==> src/hdl/affine_point_transform_assert.svh <==
// assertion macros shared by the affine point transform rtl
// no dependencies; included by the top level after its declarations
`ifndef AFFINE_POINT_TRANSFORM_ASSERT_SVH
`define AFFINE_POINT_TRANSFORM_ASSERT_SVH

// condition must hold at every edge out of reset
`define APT_ASSERT_ALWAYS(label, clk, rst_n, cond) \
    label: assert property (@(posedge clk) disable iff (!rst_n) (cond)) \
        else $error("apt assertion failed: invariant");

// consequent must hold at the same edge as the antecedent
`define APT_ASSERT_IMPLY(label, clk, rst_n, ante, cons) \
    label: assert property (@(posedge clk) disable iff (!rst_n) (ante) |-> (cons)) \
        else $error("apt assertion failed: implication");

// consequent must hold after the antecedent, at the delay given by dly
`define APT_ASSERT_DELAY(label, clk, rst_n, ante, dly, cons) \
    label: assert property (@(posedge clk) disable iff (!rst_n) (ante) |-> ##dly (cons)) \
        else $error("apt assertion failed: latency");

`endif

==> src/hdl/apt_pkg.sv <==
// shared constants, payload types and register codes of the affine point transform
// no dependencies
package apt_pkg;

    localparam int COORD_WIDTH = 32;
    localparam int COEFF_WIDTH = 21;
    localparam int COEFF_FRAC  = COEFF_WIDTH - 5;
    localparam int COLUMN_WIDTH = 63;
    localparam int CFG_DATA_WIDTH = 63;
    localparam int CFG_IDX_WIDTH = 3;

    localparam int PROD_WIDTH = COORD_WIDTH + COEFF_WIDTH;
    localparam int RND_WIDTH  = PROD_WIDTH - COEFF_FRAC;
    localparam int SUM_WIDTH  = RND_WIDTH + 2;

    localparam logic signed [COORD_WIDTH-1:0] COORD_MAX = {1'b0, {(COORD_WIDTH-1){1'b1}}};
    localparam logic signed [COORD_WIDTH-1:0] COORD_MIN = {1'b1, {(COORD_WIDTH-1){1'b0}}};

    localparam logic [CFG_IDX_WIDTH-1:0] REG_COEFF_X  = 3'd0;
    localparam logic [CFG_IDX_WIDTH-1:0] REG_COEFF_Y  = 3'd1;
    localparam logic [CFG_IDX_WIDTH-1:0] REG_COEFF_Z  = 3'd2;
    localparam logic [CFG_IDX_WIDTH-1:0] REG_OFFSET_X = 3'd3;
    localparam logic [CFG_IDX_WIDTH-1:0] REG_OFFSET_Y = 3'd4;
    localparam logic [CFG_IDX_WIDTH-1:0] REG_OFFSET_Z = 3'd5;

    typedef struct packed {
        logic signed [COORD_WIDTH-1:0] point_x;
        logic signed [COORD_WIDTH-1:0] point_y;
        logic signed [COORD_WIDTH-1:0] point_z;
    } t_point;

    typedef struct packed {
        logic signed [COORD_WIDTH-1:0] out_x;
        logic signed [COORD_WIDTH-1:0] out_y;
        logic signed [COORD_WIDTH-1:0] out_z;
        logic                          clipped;
    } t_result;

    typedef struct packed {
        logic [COLUMN_WIDTH-1:0]       coeff_for_x;
        logic [COLUMN_WIDTH-1:0]       coeff_for_y;
        logic [COLUMN_WIDTH-1:0]       coeff_for_z;
        logic signed [COORD_WIDTH-1:0] offset_x;
        logic signed [COORD_WIDTH-1:0] offset_y;
        logic signed [COORD_WIDTH-1:0] offset_z;
    } t_cfg;

endpackage

==> src/hdl/apt_cfg_regs.sv <==
// configuration register file: matrix columns and translations
// depends on apt_pkg
module apt_cfg_regs
    import apt_pkg::*;
(
    input  logic                      i_clk,
    input  logic                      i_rst_n,
    input  logic                      i_cfg_we,
    input  logic [CFG_IDX_WIDTH-1:0]  i_cfg_idx,
    input  logic [CFG_DATA_WIDTH-1:0] i_cfg_data,
    output t_cfg                      o_cfg
);

    localparam logic [COLUMN_WIDTH-1:0] ONE_COEFF = COLUMN_WIDTH'(1) << COEFF_FRAC;

    t_cfg r_cfg;
    t_cfg n_cfg;

    always_comb begin
        n_cfg = r_cfg;
        if (i_cfg_we) begin
            unique case (i_cfg_idx)
                REG_COEFF_X:  n_cfg.coeff_for_x = i_cfg_data[COLUMN_WIDTH-1:0];
                REG_COEFF_Y:  n_cfg.coeff_for_y = i_cfg_data[COLUMN_WIDTH-1:0];
                REG_COEFF_Z:  n_cfg.coeff_for_z = i_cfg_data[COLUMN_WIDTH-1:0];
                REG_OFFSET_X: n_cfg.offset_x    = i_cfg_data[COORD_WIDTH-1:0];
                REG_OFFSET_Y: n_cfg.offset_y    = i_cfg_data[COORD_WIDTH-1:0];
                REG_OFFSET_Z: n_cfg.offset_z    = i_cfg_data[COORD_WIDTH-1:0];
                default: ; // unknown index, write dropped
            endcase
        end
    end

    always_ff @(posedge i_clk) begin
        if (!i_rst_n) begin
            // identity matrix, no translation
            r_cfg.coeff_for_x <= ONE_COEFF;
            r_cfg.coeff_for_y <= ONE_COEFF << COEFF_WIDTH;
            r_cfg.coeff_for_z <= ONE_COEFF << (2 * COEFF_WIDTH);
            r_cfg.offset_x    <= '0;
            r_cfg.offset_y    <= '0;
            r_cfg.offset_z    <= '0;
        end else begin
            r_cfg <= n_cfg;
        end
    end

    assign o_cfg = r_cfg;

endmodule

==> config.mk <==
export PLATFORM = sky130hd
export DESIGN_NAME = apt_cfg_regs
export DESIGN_NICKNAME = d
export VERILOG_FILES = /design/src/hdl/affine_point_transform_assert.svh /design/src/hdl/apt_pkg.sv /design/src/hdl/apt_cfg_regs.sv
export SDC_FILE = /design/constraint.sdc
export NUM_CORES = 1
export LEC_CHECK = 0
export ABC_AREA = 0
export BUFFER_PORTS_ARGS = -buffer_cell sky130_fd_sc_hd__buf_2
export CORE_MARGIN = 3
export CORE_UTILIZATION = 50
export CTS_CLUSTER_DIAMETER = 100
export CTS_CLUSTER_SIZE = 30
export DETAILED_ROUTE_END_ITERATION = 12
export PLACE_DENSITY = 0.87
export SYNTH_ARGS = -nofsm -noshare
export SYNTH_HDL_FRONTEND = slang
export SYNTH_SLANG_ARGS = --single-unit
==> constraint.sdc <==
create_clock -name i_clk -period 1.2 [get_ports i_clk]
set_input_delay 0.06 -clock i_clk [delete_from_list [all_inputs] [get_ports i_clk]]
set_output_delay 0.06 -clock i_clk [all_outputs]
set_load 0.1 [all_outputs]
## Yosys cells after proc, flatten, opt, wreduce, memory -nomap -nowiden

Cells that the tools add are included.
W data, S select, Z words.

- Bits of input ports: 69
- Output and inout bits: 285
- Flip-flop bits (word level): 285
- Logic and storage cells: 18

- Reductions and logical operators: 7
- Equal/unequal tests: 5

Operator list:

| operator | number |
|---|---|
| $reduce_and A2 Y1 | 6 |
| $eq A3 B2 Y1 const B | 2 |
| $eq A3 B3 Y1 const B | 2 |
| $eq A3 B1 Y1 const B | 1 |
| $logic_not A3 Y1 | 1 |

## Depth between registers and ports, before layout

- Depth in word-level cells: 2
- Mapped depth: 5
- Depth with buffers taken out: 2

## Worst setup path before layout

Ideal clock, no wire load.

- Path type: register to register
- Start point: register o_cfg[0] (netlist name)
- End point: register r_cfg, in the netlist o_cfg[0]
- Clock period less this slack: 1230 ps
- Data arrival time: 1158 ps
- Setup slack: -30 ps
- Cell stages (with the launch flop): 3
- Path through: dfxtp_1 nand2_1 mux2i_1

RTL lines:

| element | RTL line | text |
|---|---|---|
| end signal: assignment | apt_cfg_regs.sv:44 | `r_cfg <= n_cfg;` |
| end: declaration | apt_cfg_regs.sv:16 | `t_cfg r_cfg;` |

## Final worst setup path

- Start point: register r_cfg, in the netlist o_cfg[117]
- End point: output o_cfg[117] (netlist name)

RTL lines:

| element | RTL line | text |
|---|---|---|
| end: declaration | apt_cfg_regs.sv:11 | `output t_cfg o_cfg` |

No word-level cell between the ends.

==> metrics.cfg <==
[critical_path]
cp.depth=1
reg2reg_depth=2
r2r_start=o_cfg[100]
crit_type=flop to output port
critPathMaxFanout=2
crit_buf_inv=1
r2r_slack_ns=0.45
slowest_stage=dfxtp_2
cpPeakStageDelay_ns=0.37
cp.required_ns=1.14
end_kind=output port
crit_start=o_cfg[117]
cp-start-kind=flop
crit_chain=buf_4
endpoint=o_cfg[117]
arrival_ns=1.14
r2r_end=o_cfg[100]
cp_top_family=flip-flops

[detailed_routing]
drtPass1Iterations=5
drt_iter0_drc=394
vias=9191
wl_microns=36550
wire_per_inst_microns=21.99
viasPerCell=5.530
ant_nets=0
drc=0

[timing]
finalHoldViolations=2
period_share_pct=99.99
final.setup.worst_slack_ns=0.00007705
max_slew_margin_pct=77.53
fin_tns_setup_ns=0
clock_skew_ns=0
worst_hold_slack_ns=-0.01006
rsz0062_at_grt=yes
fmax_mhz=833.4
finalMaxSlewViolations=0
setup_violations=0
period_needed_ns=1.200
tightest_slew_ns=0.3362

[synthesis]
synthFlopType=dfxtp_1
synthAdderAreaFrac_pct=0
yosysMostFrequentCell=nand2_1
yosysSeqAreaShare_pct=55.18
netlist_top_cells_count=345 x nand2_1, 285 x dfxtp_1, 285 x mux2i_1, 29 x clkbuf_1, 19 x buf_2
yosysUniqueCellTypes=13
yosys.area_share.simple_pct=13.59
syn-cell-area_sq_um=10340
synth_top_area_cell=dfxtp_1
synth_edf_count=0
ys_ff_latch=285
synth_compound_area_share_pct=0
ys_top_cells_by_area=dfxtp_1 55%, mux2i_1 28%, nand2_1 13%
synthCells=999
synth.top_cell.area_share_pct=55.18
synth-xor-area-share_pct=0
synth_fp_nets=1068
synth_top_family_by_area=multiplexers
synthMuxAreaShare_pct=27.59
yosys_warnings=0
syn_avg_cell_area_sq_um=10.35
async_reset_ff_share_pct=0

[finish]
largest_reg_flops=285
syn_to_final_growth_pct=50.48
nets=1467
final_layout_size_suffix_gt1_share_pct=50.68
fin_area_sq_um=15560
post-route-util_pct=78.15
n_antenna_cell=0
fill_cells=1030

[global_routing]
track_usage_pct=28.57
antenna_found_initial=0
grt_pass1_vias=9473
grt_max_degree=64
grt_pass1_wl_microns=51030
gr-total-overflow=0

[run_status]
status=finished, violations left
violations=hold timing

[placement]
dpl_cell_area_sq_um=13060
place_congestion=0.8056
io_buffer_count=353
place_hpwl_microns=21120
place_ws_ns=-0.07116

[clock_network]
cts.sinks=285
clk_pin_slew_worst_paths_ns=0.11
clock_tree.root_cell=clkbuf_16
clk_latency_ns=0.48
cts_buffer_depth=3
cts_tree=yes
post_cts_buffers=0
numCtsBuffers=13
cts_max_level=1

[die]
num_io_pins=354
die-height_microns=149.8
die_area_sq_um=22440
coreArea_sq_um=19910
start_util_pct=51.94
die_w_microns=149.8
num_rows=51

[power_and_ir_drop]
peakVddDrop_mv=0.8214
cellPowerDensity_nw_per_um2=1164
p_leak_nw=7.681

[run]
drv_cap=0

[hold_path]
hp-class=input pin to flop

[power breakdown]
group	switching, mW	total (mW)	internal [mW]
clock	2.94	4.95	2.01
combinational	2.35	3.28	0.931
sequential	0.171	9.87	9.70
[layout make-up]
class / count / area, sq um / area share (%)
timing repair buffer: 455 / 4499 / 28.92
clock inverter: 1 / 16.27 / 0.1045
sequential: 285 / 6062 / 38.96
multi-input combinational: 643 / 4325 / 27.80
tap: 265 / 331.6 / 2.131
clock buffer: 13 / 325.3 / 2.091
[how the worst min path moves through the flow]
stage	startpoint	end	slack, ns	depth (start not counted)
after floorplan	i_cfg_data[37]	o_cfg[133]	0.21	2
after global placement	i_cfg_data[58]	o_cfg[154]	0.34	3
after detailed placement	i_cfg_data[16]	o_cfg[238]	0.35	3
after CTS	i_cfg_data[21]	o_cfg[21]	0.008	3
after global routing	i_cfg_data[6]	o_cfg[102]	0.008	3
final	i_cfg_data[6]	o_cfg[102]	-0.01	3
[repair_timing]
action | in CTS | in global routing
hold buffers | 56 | 0
endpoints found under the setup margin | 283 | 207
hold endpoints to repair | 194 | 0
gates resized for setup | 322 | 199
[routing by layer]
layer  GRT usage (%)  part of all wire [%]  vias up
li1                -                     -     4073
met1           28.97                    33     4407
met2           52.92                    51      527
met3           6.814                   8.5      184
met4           16.79                   7.3        0
met5               0                     0        -
[worst reg2reg max path, cell delays in order, from the launching register on]
cell	delay (ns)
dfxtp_2	0.36
nand2_1	0.09
mux2i_1	0.21
[per-stage QoR]
| stage | std cells | power [mW] |
|---|---|---|
| finish | 1662 | 18.10 |
| global route | 1662 | 18.59 |
| CTS | 1662 | 17.92 |
| detailed placement | 1592 | 12.85 |
| global placement | 1592 | 12.80 |
| floorplan | 999 | 12.18 |
[cell usage in the layout, fill, tap and decap left out, types with 5 or more instances in the layout]
| master | Yosys | routed |
|---|---|---|
| nand2_1 | 345 | 340 |
| buf_12 | 0 | 17 |
| buf_6 | 7 | 230 |
| clkbuf_16 | 0 | 13 |
| nor2b_1 | 6 | 6 |
| buf_4 | 9 | 82 |
| buf_2 | 19 | 67 |
| mux2i_1 | 285 | 285 |
| nand2_2 | 0 | 5 |
| dlygate4sd3_1 | 0 | 56 |
| dfxtp_2 | 0 | 285 |
[cell families after synthesis]
kind of cell	Yosys count
AND/OR/NAND/NOR	358
multiplexers	285
flip-flops	285
buffers and inverters	71
Note: power is estimated with default switching activity, not from simulation.
